===== config.mk =====
export PLATFORM = sky130hd
export DESIGN_NAME = button_click_gesture_detector
export DESIGN_NICKNAME = d
export VERILOG_FILES = /design/src/bcgd_pkg.sv /design/src/bcgd_csr.sv /design/src/bcgd_core.sv /design/src/bcgd_queue.sv /design/src/button_click_gesture_detector.sv
export SDC_FILE = /design/constraint.sdc
export NUM_CORES = 1
export LEC_CHECK = 0
export BUFFER_PORTS_ARGS = -buffer_cell sky130_fd_sc_hd__buf_2
export CAP_MARGIN = 20
export CORE_MARGIN = 8
export CORE_UTILIZATION = 55
export DETAILED_ROUTE_END_ITERATION = 10
export PLACE_DENSITY = 0.78
export SLEW_MARGIN = 30
export SYNTH_ARGS = -nofsm -noshare
export SYNTH_HDL_FRONTEND = slang
export SYNTH_SLANG_ARGS = --single-unit
export TNS_END_PERCENT = 50

===== constraint.sdc =====
create_clock -name clock -period 11.3 [get_ports clock]
set_input_delay 1.13 -clock clock [delete_from_list [all_inputs] [get_ports clock]]
set_output_delay 1.13 -clock clock [all_outputs]
set_load 0.005 [all_outputs]

===== src/bcgd_pkg.sv =====
`timescale 1ns / 1ps
// ----------------------------------------------------------------------------
// bcgd_pkg: shared types and constants of the button gesture detector
// Item structs, configuration struct, register and event codes.
// ----------------------------------------------------------------------------
package bcgd_pkg;

   localparam int NUM_KEYS   = 8;
   localparam int MASK_W     = 8;
   localparam int KEY_W      = 3;
   localparam int SCAN_KEYS  = (NUM_KEYS < MASK_W) ? NUM_KEYS : MASK_W;
   localparam int CSR_ADDR_W = 5;
   localparam int QDEPTH     = 4;
   localparam int QCOUNT_W   = 3;

   typedef enum logic [2:0] {
      REG_ACTIVE_HIGH       = 3'd0,
      REG_DEBOUNCE_MS       = 3'd1,
      REG_CLICK_MS          = 3'd2,
      REG_LONG_PRESS_MS     = 3'd3,
      REG_KEY_ENABLE_MASK   = 3'd4,
      REG_DOUBLE_CLICK_MASK = 3'd5
   } reg_index_type;

   typedef enum logic [2:0] {
      EV_CLICK  = 3'd0,
      EV_DOUBLE = 3'd1,
      EV_LSTART = 3'd2,
      EV_LDUR   = 3'd3,
      EV_LSTOP  = 3'd4
   } event_kind_type;

   typedef struct packed {
      logic [31:0]       now_ms;
      logic [MASK_W-1:0] key_levels;
   } req_item_type;

   typedef struct packed {
      logic [2:0]       event_kind;
      logic [KEY_W-1:0] key_index;
      logic [31:0]      elapsed_ms;
      logic             last_event;
   } rsp_item_type;

   typedef struct packed {
      logic              active_high;
      logic [31:0]       debounce_ms;
      logic [31:0]       click_ms;
      logic [31:0]       long_press_ms;
      logic [MASK_W-1:0] key_enable_mask;
      logic [MASK_W-1:0] double_click_mask;
   } cfg_type;

   typedef struct packed {
      logic [1:0]   count;
      rsp_item_type first;
      rsp_item_type second;
   } ev_pair_type;

endpackage


===== src/bcgd_csr.sv =====
`timescale 1ns / 1ps
`default_nettype none
// ----------------------------------------------------------------------------
// bcgd_csr: configuration registers
// Register file behind the bus port; a timing register write restarts the
// gesture machine.
// ----------------------------------------------------------------------------
module bcgd_csr (
   input  wire logic                           clock,
   input  wire logic                           reset,
   input  wire logic                           psel,
   input  wire logic                           penable,
   input  wire logic                           pwrite,
   input  wire logic [bcgd_pkg::CSR_ADDR_W-1:0] paddr,
   input  wire logic [31:0]                    pwdata,
   output logic [31:0]                         prdata,
   output logic                                pready,
   output bcgd_pkg::cfg_type                   cfg,
   output logic                                cfg_clear
);
   import bcgd_pkg::*;

   cfg_type       cfg_ff;
   cfg_type       cfg_in;
   logic          wr_en;
   reg_index_type idx;

   assign pready = 1'b1;
   assign wr_en  = psel && penable && pwrite;
   assign idx    = reg_index_type'(paddr[CSR_ADDR_W-1:2]);
   assign cfg    = cfg_ff;

   always_comb begin
      cfg_in    = cfg_ff;
      cfg_clear = 1'b0;
      if (wr_en) begin
         unique case (idx)
            REG_ACTIVE_HIGH: begin
               cfg_in.active_high = pwdata[0];
               cfg_clear = 1'b1;
            end
            REG_DEBOUNCE_MS: begin
               cfg_in.debounce_ms = pwdata;
               cfg_clear = 1'b1;
            end
            REG_CLICK_MS: begin
               cfg_in.click_ms = pwdata;
               cfg_clear = 1'b1;
            end
            REG_LONG_PRESS_MS: begin
               cfg_in.long_press_ms = pwdata;
               cfg_clear = 1'b1;
            end
            REG_KEY_ENABLE_MASK:   cfg_in.key_enable_mask   = pwdata[MASK_W-1:0];
            REG_DOUBLE_CLICK_MASK: cfg_in.double_click_mask = pwdata[MASK_W-1:0];
            default: ;
         endcase
      end
   end

   always_comb begin
      unique case (idx)
         REG_ACTIVE_HIGH:       prdata = {31'd0, cfg_ff.active_high};
         REG_DEBOUNCE_MS:       prdata = cfg_ff.debounce_ms;
         REG_CLICK_MS:          prdata = cfg_ff.click_ms;
         REG_LONG_PRESS_MS:     prdata = cfg_ff.long_press_ms;
         REG_KEY_ENABLE_MASK:   prdata = {24'd0, cfg_ff.key_enable_mask};
         REG_DOUBLE_CLICK_MASK: prdata = {24'd0, cfg_ff.double_click_mask};
         default:               prdata = 32'd0;
      endcase
   end

   always_ff @(posedge clock) begin
      if (reset) begin
         cfg_ff.active_high       <= 1'b0;
         cfg_ff.debounce_ms       <= 32'd20;
         cfg_ff.click_ms          <= 32'd600;
         cfg_ff.long_press_ms     <= 32'd1000;
         cfg_ff.key_enable_mask   <= '0;
         cfg_ff.double_click_mask <= '0;
      end else begin
         cfg_ff <= cfg_in;
      end
   end

`ifndef SYNTHESIS
   a_clear_on_timing_write: assert property (@(posedge clock) disable iff (reset)
      (wr_en && (idx == REG_DEBOUNCE_MS || idx == REG_CLICK_MS ||
                 idx == REG_LONG_PRESS_MS || idx == REG_ACTIVE_HIGH)) |-> cfg_clear)
      else $error("timing register write did not restart the machine");
   a_no_clear_on_mask_write: assert property (@(posedge clock) disable iff (reset)
      (wr_en && (idx == REG_KEY_ENABLE_MASK || idx == REG_DOUBLE_CLICK_MASK))
      |-> !cfg_clear)
      else $error("mask write restarted the machine");
   a_cfg_holds_without_write: assert property (@(posedge clock) disable iff (reset)
      !wr_en |=> $stable(cfg_ff))
      else $error("configuration changed without a write");
`endif

endmodule
`default_nettype wire


===== src/bcgd_core.sv =====
`timescale 1ns / 1ps
`default_nettype none
// ----------------------------------------------------------------------------
// bcgd_core: key pick and gesture state machine
// Registers one poll item, picks the pressed key and runs the click,
// double-click and long-press machine, producing up to two events.
// ----------------------------------------------------------------------------
module bcgd_core (
   input  wire logic                   clock,
   input  wire logic                   reset,
   input  wire logic                   req_valid,
   output logic                        req_stall,
   input  wire bcgd_pkg::req_item_type req_item,
   input  wire bcgd_pkg::cfg_type      cfg,
   input  wire logic                   cfg_clear,
   input  wire logic                   room,
   output bcgd_pkg::ev_pair_type       push
);
   import bcgd_pkg::*;

   typedef enum logic [2:0] {
      ST_IDLE   = 3'd0,
      ST_DOWN   = 3'd1,
      ST_UP     = 3'd2,
      ST_SECOND = 3'd3,
      ST_LONG   = 3'd4
   } state_type;

   state_type         state_ff, state_in;
   logic              in_valid_ff, in_valid_in;
   req_item_type      in_item_ff;
   logic [31:0]       press_ff, press_in;
   logic [31:0]       release_ff, release_in;
   logic [KEY_W-1:0]  key_ff, key_in;

   logic              accept;
   logic              fire;
   logic [MASK_W-1:0] pressed_bits;
   logic [MASK_W-1:0] dc_bits;
   logic              pressed;
   logic [KEY_W-1:0]  key_pick;
   logic [31:0]       since_press;
   logic [31:0]       since_release;
   logic              wants;
   ev_pair_type       ev;

   function automatic rsp_item_type make_event(event_kind_type kind, logic [KEY_W-1:0] key,
                                               logic [31:0] ms, logic last);
      rsp_item_type e;
      e.event_kind = kind;
      e.key_index  = key;
      e.elapsed_ms = ms;
      e.last_event = last;
      return e;
   endfunction

   assign req_stall = in_valid_ff && !room;
   assign accept    = req_valid && !req_stall;
   assign fire      = in_valid_ff && room;

   assign pressed_bits = (cfg.active_high ? in_item_ff.key_levels : ~in_item_ff.key_levels)
                         & cfg.key_enable_mask;
   assign dc_bits      = cfg.key_enable_mask & cfg.double_click_mask;

   always_comb begin
      pressed  = 1'b0;
      key_pick = '0;
      for (int i = SCAN_KEYS - 1; i >= 0; i--) begin
         if (pressed_bits[i]) begin
            pressed  = 1'b1;
            key_pick = KEY_W'(i);
         end
      end
   end

   assign key_in        = (fire && pressed) ? key_pick : key_ff;
   assign since_press   = in_item_ff.now_ms - press_ff;
   assign since_release = in_item_ff.now_ms - release_ff;
   assign wants         = dc_bits[key_in];

   always_comb begin
      state_in   = state_ff;
      press_in   = press_ff;
      release_in = release_ff;
      ev.count   = 2'd0;
      ev.first   = make_event(EV_CLICK, key_in, 32'd0, 1'b1);
      ev.second  = make_event(EV_CLICK, key_in, 32'd0, 1'b1);
      unique case (state_ff)
         ST_DOWN: begin
            if (!pressed && since_press < cfg.debounce_ms) begin
               state_in = ST_IDLE;
            end else if (!pressed) begin
               state_in   = ST_UP;
               release_in = in_item_ff.now_ms;
            end else if (since_press > cfg.long_press_ms) begin
               ev.count  = 2'd2;
               ev.first  = make_event(EV_LSTART, key_in, 32'd0, 1'b0);
               ev.second = make_event(EV_LDUR, key_in, since_press, 1'b1);
               state_in  = ST_LONG;
            end
         end
         ST_UP: begin
            if (!wants || since_press > cfg.click_ms) begin
               ev.count = 2'd1;
               ev.first = make_event(EV_CLICK, key_in, 32'd0, 1'b1);
               state_in = ST_IDLE;
            end else if (pressed && since_release > cfg.debounce_ms) begin
               state_in = ST_SECOND;
               press_in = in_item_ff.now_ms;
            end
         end
         ST_SECOND: begin
            if (!pressed && since_press > cfg.debounce_ms) begin
               ev.count = 2'd1;
               ev.first = make_event(EV_DOUBLE, key_in, 32'd0, 1'b1);
               state_in = ST_IDLE;
            end
         end
         ST_LONG: begin
            ev.count = 2'd1;
            if (!pressed) begin
               ev.first = make_event(EV_LSTOP, key_in, since_press, 1'b1);
               state_in = ST_IDLE;
            end else begin
               ev.first = make_event(EV_LDUR, key_in, since_press, 1'b1);
            end
         end
         default: begin
            if (pressed) begin
               state_in = ST_DOWN;
               press_in = in_item_ff.now_ms;
            end else begin
               state_in = ST_IDLE;
            end
         end
      endcase
   end

   always_comb begin
      push = ev;
      if (!fire) begin
         push.count = 2'd0;
      end
   end

   always_comb begin
      in_valid_in = in_valid_ff;
      if (accept) begin
         in_valid_in = 1'b1;
      end else if (fire) begin
         in_valid_in = 1'b0;
      end
   end

   always_ff @(posedge clock) begin
      if (accept) begin
         in_item_ff <= req_item;
      end
   end

   always_ff @(posedge clock) begin
      if (reset) begin
         state_ff    <= ST_IDLE;
         in_valid_ff <= 1'b0;
         press_ff    <= '0;
         release_ff  <= '0;
         key_ff      <= '0;
      end else begin
         in_valid_ff <= in_valid_in;
         key_ff      <= key_in;
         if (cfg_clear) begin
            state_ff   <= ST_IDLE;
            press_ff   <= '0;
            release_ff <= '0;
         end else if (fire) begin
            state_ff   <= state_in;
            press_ff   <= press_in;
            release_ff <= release_in;
         end
      end
   end

`ifndef SYNTHESIS
   a_clear_goes_idle: assert property (@(posedge clock) disable iff (reset)
      cfg_clear |=> (state_ff == ST_IDLE && press_ff == 32'd0 && release_ff == 32'd0))
      else $error("configuration restart did not clear the machine");
   a_pair_enters_long: assert property (@(posedge clock) disable iff (reset)
      (fire && !cfg_clear && push.count == 2'd2) |=> state_ff == ST_LONG)
      else $error("two-event item did not enter long press");
   a_state_holds_when_idle: assert property (@(posedge clock) disable iff (reset)
      (!fire && !cfg_clear) |=> ($stable(state_ff) && $stable(press_ff)))
      else $error("machine moved without an item");
`endif

endmodule
`default_nettype wire


===== src/bcgd_queue.sv =====
`timescale 1ns / 1ps
`default_nettype none
// ----------------------------------------------------------------------------
// bcgd_queue: result item queue
// Shifting queue that takes up to two events per cycle and presents the
// oldest one on the result channel.
// ----------------------------------------------------------------------------
module bcgd_queue (
   input  wire logic                  clock,
   input  wire logic                  reset,
   input  wire bcgd_pkg::ev_pair_type push,
   output logic                       room,
   output logic                       rsp_valid,
   input  wire logic                  rsp_stall,
   output bcgd_pkg::rsp_item_type     rsp_item
);
   import bcgd_pkg::*;

   rsp_item_type            q_ff [QDEPTH];
   rsp_item_type            q_in [QDEPTH];
   logic [QCOUNT_W-1:0]     count_ff, count_in;
   logic [QCOUNT_W-1:0]     base;
   logic                    pop;

   assign rsp_valid = (count_ff != '0);
   assign rsp_item  = q_ff[0];
   assign pop       = rsp_valid && !rsp_stall;
   assign base      = count_ff - QCOUNT_W'(pop);
   assign room      = (base <= QCOUNT_W'(QDEPTH - 2));
   assign count_in  = base + QCOUNT_W'(push.count);

   always_comb begin
      for (int i = 0; i < QDEPTH; i++) begin
         if (pop && i < QDEPTH - 1) begin
            q_in[i] = q_ff[i + 1];
         end else begin
            q_in[i] = q_ff[i];
         end
         if (push.count != 2'd0 && QCOUNT_W'(i) == base) begin
            q_in[i] = push.first;
         end
         if (push.count == 2'd2 && QCOUNT_W'(i) == base + QCOUNT_W'(1)) begin
            q_in[i] = push.second;
         end
      end
   end

   always_ff @(posedge clock) begin
      q_ff <= q_in;
   end

   always_ff @(posedge clock) begin
      if (reset) begin
         count_ff <= '0;
      end else begin
         count_ff <= count_in;
      end
   end

`ifndef SYNTHESIS
   a_count_bounded: assert property (@(posedge clock) disable iff (reset)
      count_ff <= QCOUNT_W'(QDEPTH))
      else $error("result queue overfilled");
   a_push_needs_room: assert property (@(posedge clock) disable iff (reset)
      (push.count != 2'd0) |-> room)
      else $error("events pushed without room");
   a_count_holds: assert property (@(posedge clock) disable iff (reset)
      (push.count == 2'd0 && !pop) |=> $stable(count_ff))
      else $error("queue fill changed without push or pop");
`endif

endmodule
`default_nettype wire


===== src/button_click_gesture_detector.sv =====
`timescale 1ns / 1ps
`default_nettype none
// ----------------------------------------------------------------------------
// button_click_gesture_detector: click, double click and long press events
// Polls key levels with a timestamp and reports gesture events per key.
// ----------------------------------------------------------------------------
//   Channel  Direction  Handshake            Payload
//   req      in         req_valid/req_stall  req_item (now_ms, key_levels)
//   rsp      out        rsp_valid/rsp_stall  rsp_item (event_kind, key_index,
//                                                      elapsed_ms, last_event)
//   csr      in/out     psel/penable/pready  paddr, pwdata, prdata
//
// One poll item is taken per cycle while the queue has room; it waits in the
// input register until its events fit, and the queue hands out one item per
// cycle while rsp_stall is low. A two-event item queues both events in order.
// The single input register and the four-entry result queue set the rate.
// Reset is synchronous and leaves the queue empty and the machine idle.
// A stalled result channel fills the queue and then stalls the poll channel.
// ----------------------------------------------------------------------------
module button_click_gesture_detector (
   input  wire logic                            clock,
   input  wire logic                            reset,
   input  wire logic                            req_valid,
   output logic                                 req_stall,
   input  wire bcgd_pkg::req_item_type          req_item,
   output logic                                 rsp_valid,
   input  wire logic                            rsp_stall,
   output bcgd_pkg::rsp_item_type               rsp_item,
   input  wire logic                            psel,
   input  wire logic                            penable,
   input  wire logic                            pwrite,
   input  wire logic [bcgd_pkg::CSR_ADDR_W-1:0] paddr,
   input  wire logic [31:0]                     pwdata,
   output logic [31:0]                          prdata,
   output logic                                 pready
);
   import bcgd_pkg::*;

   cfg_type     cfg;
   logic        cfg_clear;
   logic        room;
   ev_pair_type push;

   bcgd_csr u_csr (
      .clock     (clock),
      .reset     (reset),
      .psel      (psel),
      .penable   (penable),
      .pwrite    (pwrite),
      .paddr     (paddr),
      .pwdata    (pwdata),
      .prdata    (prdata),
      .pready    (pready),
      .cfg       (cfg),
      .cfg_clear (cfg_clear)
   );

   bcgd_core u_core (
      .clock     (clock),
      .reset     (reset),
      .req_valid (req_valid),
      .req_stall (req_stall),
      .req_item  (req_item),
      .cfg       (cfg),
      .cfg_clear (cfg_clear),
      .room      (room),
      .push      (push)
   );

   bcgd_queue u_queue (
      .clock     (clock),
      .reset     (reset),
      .push      (push),
      .room      (room),
      .rsp_valid (rsp_valid),
      .rsp_stall (rsp_stall),
      .rsp_item  (rsp_item)
   );

endmodule
`default_nettype wire

==> results.cfg <==
[clock_tree]
cts_resized = 0
clk_latency_ns = 0.58
ctsRootBufferMaster = clkbuf_16
post_cts_buffers = 0
clockBufferDepth = 3
cts-htree-levels = 2
tritoncts = yes
hold_buffers = 0
cts_made_buffers = 43
cts_num_sinks = 383
clkSlewWorstSetupHoldPaths_ns = 0.06

[place]
placed_cell_area_um2 = 24000
placed_cells = 3102
globalplace.congestion = 0.933
io_buffers = 154
dp_hpwl_mm = 45.6

[critical_path]
critPathMaxFanout = 34
cp_slowest_cell = nand2_1
reg2reg_depth = 27
path_common_cell = inv_1
cp-start-kind = flop
cp.required_ns = 11.55
cp-end-kind = flop
critPathMaxStageDelay_ns = 0.62
critPathKind = flop to flop
arrival_ns = 8.86

[timing]
setup_violations = 0
slew_viol_final = 0
rsz0062_at_grt = false
fmax_mhz = 116
finClkSkew_ns = 0.0266
holdWs_ns = 0.453
fin_tns_setup_ns = 0
fin_crit_sh = 0.762
min_period_ns = 8.62
slew_headroom = 0.351
tightest_slew_ns = 0.967
hold_viol = 0

[outcome]
outcome = finished clean

[drt]
wirelength_mm = 61.2
dr.first_iter.drc_count = 1536
drc = 0
vias_per_cell = 6.01
firstDrtPassIters = 7
wl_per_cell_um = 19.2
vias = 19100
drtAntennaViolNets = 0

[layout]
syn_to_final_growth_pct = 10.5
fin_cells = 3183
drive_gt1_frac = 0.112
finalNetCount = 2889
fillers = 3450
fin_area_um2 = 25600

[yosys]
ys_seq_area_frac = 0.416
synth_nets = 2840
yosysUniqueCellTypes = 78
yosys_warnings = 0
synth_flop_cell = edfxtp_1
synth_seq_cells = 383
async_flop_share = 0
netlist_area_um2 = 23100
postSynthAreaPerCell_um2 = 9.04
synth_cells = 2559
synth_edf_count = 196

[power]
powerDensity_nw_per_um2 = 178
p_total_w = 0.00455
power_leakage_nw = 10.0
ir_worst_vdd_mv = 0.124

[global_route]
grt_usage = 0.244
grt_pass1_wl_mm = 98.7
antenna_found_initial = 0
grt_pass1_vias = 19000
gr-total-overflow = 0
grt_max_degree = 96

[floorplanning]
rows = 75
num_io_pins = 158
start_util = 0.554
die_y_um = 221
die_w_um = 221
core-area_um2 = 41800
dieArea_um2 = 48900

[flow_run]
cap_viol_max_count = 0

[min_path]
hold_depth = 2
hold_class = flop to flop
==> cells in the final DEF (no fill, tap or decap), types with 8 or more instances in the layout <==
cell / Yosys / layout
nand2_1: 312 / 311
a21oi_1: 198 / 197
edfxtp_1: 196 / 196
nor2_1: 198 / 195
ha_1: 194 / 194
inv_1: 192 / 192
dfxtp_1: 187 / 187
buf_2: 17 / 153
o21ai_0: 91 / 90
nand4_1: 62 / 62
mux2i_1: 59 / 59
a21o_1: 58 / 58
a22o_1: 58 / 58
nor3_1: 55 / 54
nand3_1: 53 / 52
xnor2_1: 48 / 44
clkbuf_16: 0 / 43
nor2b_1: 44 / 40
a31oi_1: 39 / 39
nand3b_1: 37 / 37
and3_1: 32 / 32
a22oi_1: 27 / 27
and2_1: 20 / 20
o211ai_1: 20 / 20
buf_4: 40 / 20
a211oi_1: 19 / 18
nand2b_1: 16 / 16
xor2_1: 15 / 15
o21bai_1: 14 / 14
o2bb2ai_1: 11 / 11
a211o_1: 10 / 10
or2_2: 9 / 9
o21a_1: 8 / 8
a221oi_1: 8 / 8
mux2_2: 8 / 8
==> synthesized netlist by cell type, types with 5 or more instances <==
library cell    n  area [µm²]
a31oi_1        39         244
a21oi_1       198         991
and3_1         32         200
clkbuf_1      106         398
dfxtp_1       187        3740
ha_1          194        2430
or2_2           9        56.3
xnor2_1        48         420
nor3_1         55         275
or3_1           7        43.8
nand4_1        62         388
edfxtp_1      196        5890
nand2_1       312        1170
mux2i_1        59         591
a22oi_1        27         203
mux2_2          8        90.1
o2bb2ai_1      11        96.3
nand3b_1       37         278
o21bai_1       14         105
o211ai_1       20         150
and2_1         20         125
nand2b_1       16         100
and4_1          5        43.8
buf_4          40         300
inv_1         192         721
a221oi_1        8        70.1
nand3_1        53         265
nor2b_1        44         275
a22o_1         58         508
a211o_1        10        87.6
buf_2          17        85.1
a21o_1         58         435
nor4_1          6        37.5
a211oi_1       19         143
o21ai_0        91         455
mux2_1          7        78.8
o31ai_1         7        52.6
xor2_1         15         131
nor2_1        198         743
o21a_1          8        60.1
==> state kept, by name, summed over array words and instances, names as in the netlist <==
| signal | flops |
|---|---|
| u_csr.cfg | 113 |
| u_core.key_ff | 3 |
| u_core.in_item_ff | 40 |
| u_core.state_ff | 3 |
| u_core.in_valid_ff | 1 |
| u_queue.count_ff | 3 |
| u_core.release_ff | 32 |
| u_queue.rsp_item | 39 |
| u_core.press_ff | 32 |
| u_queue.q_ff | 117 |
==> cell families after synthesis <==
| group | synth area share |
|---|---|
| adder cells (fa/ha/maj) | 0.108 |
| flip-flops | 0.416 |
| multiplexers | 0.0348 |
| XOR/XNOR | 0.0239 |
| AND/OR/NAND/NOR | 0.175 |
| buffers and inverters | 0.0673 |
| AO/OA/AOI/OAI | 0.175 |
| other | 0.000162 |
==> worst paths after layout <==
path | startpoint | to | slack, ns
min | u_csr.cfg[95] | u_csr.cfg[95] | 0.45
min reg2reg | u_csr.cfg[95] | u_csr.cfg[95] | 0.45
max | u_core.in_item_ff[8] | u_queue.q_ff[105] | 2.68
max reg2reg | u_core.in_item_ff[8] | u_queue.q_ff[105] | 2.68
==> per-layer routing <==
metal | vias to the layer above | share of wire | GRT usage
met1 | 9040 | 0.43 | 0.319
met3 | 134 | 0.076 | 0.0403
li1 | 9236 | - | -
met2 | 724 | 0.46 | 0.396
met5 | - | 0 | 0
met4 | 0 | 0.038 | 0.106
==> final cells by class <==
type                       count  area (µm²)  area share
multi-input combinational   1813       12100       0.472
sequential                   383        9630       0.377
clock buffer                  51        1150      0.0448
timing repair buffer         174         943      0.0369
inverter                     193         724      0.0283
tap                          539         674      0.0264
clock inverter                29         367      0.0143
antenna                        1        2.50   0.0000979
==> worst max-delay path: cells and delay by family, from the launching register on <==
family,cells,cell delay [ns]
and+or+nand+nor,6,2.24
AOI/OAI and AO/OA,12,3.18
DFF,1,0.35
xor gates and xnor gates,1,0.40
buffers and inverters,5,1.08
adders and majority gates,3,0.99
==> where the power goes <==
part / leakage [nW] / internal, W / switching, W
sequential: 3.29 / 0.00168 / 0.0000620
clock: 0.735 / 0.000892 / 0.000595
combinational: 6.01 / 0.000475 / 0.000847
==> through the flow <==
stage | utilization | worst slack [ns]
CTS | 0.611 | 2.81
floorplan | - | 2.58
global placement | 0.574 | 2.99
global route | 0.612 | 2.31
detailed placement | 0.575 | 2.86
finish | 0.612 | 2.68
No activity file was read; power rests on OpenSTA's default activity.
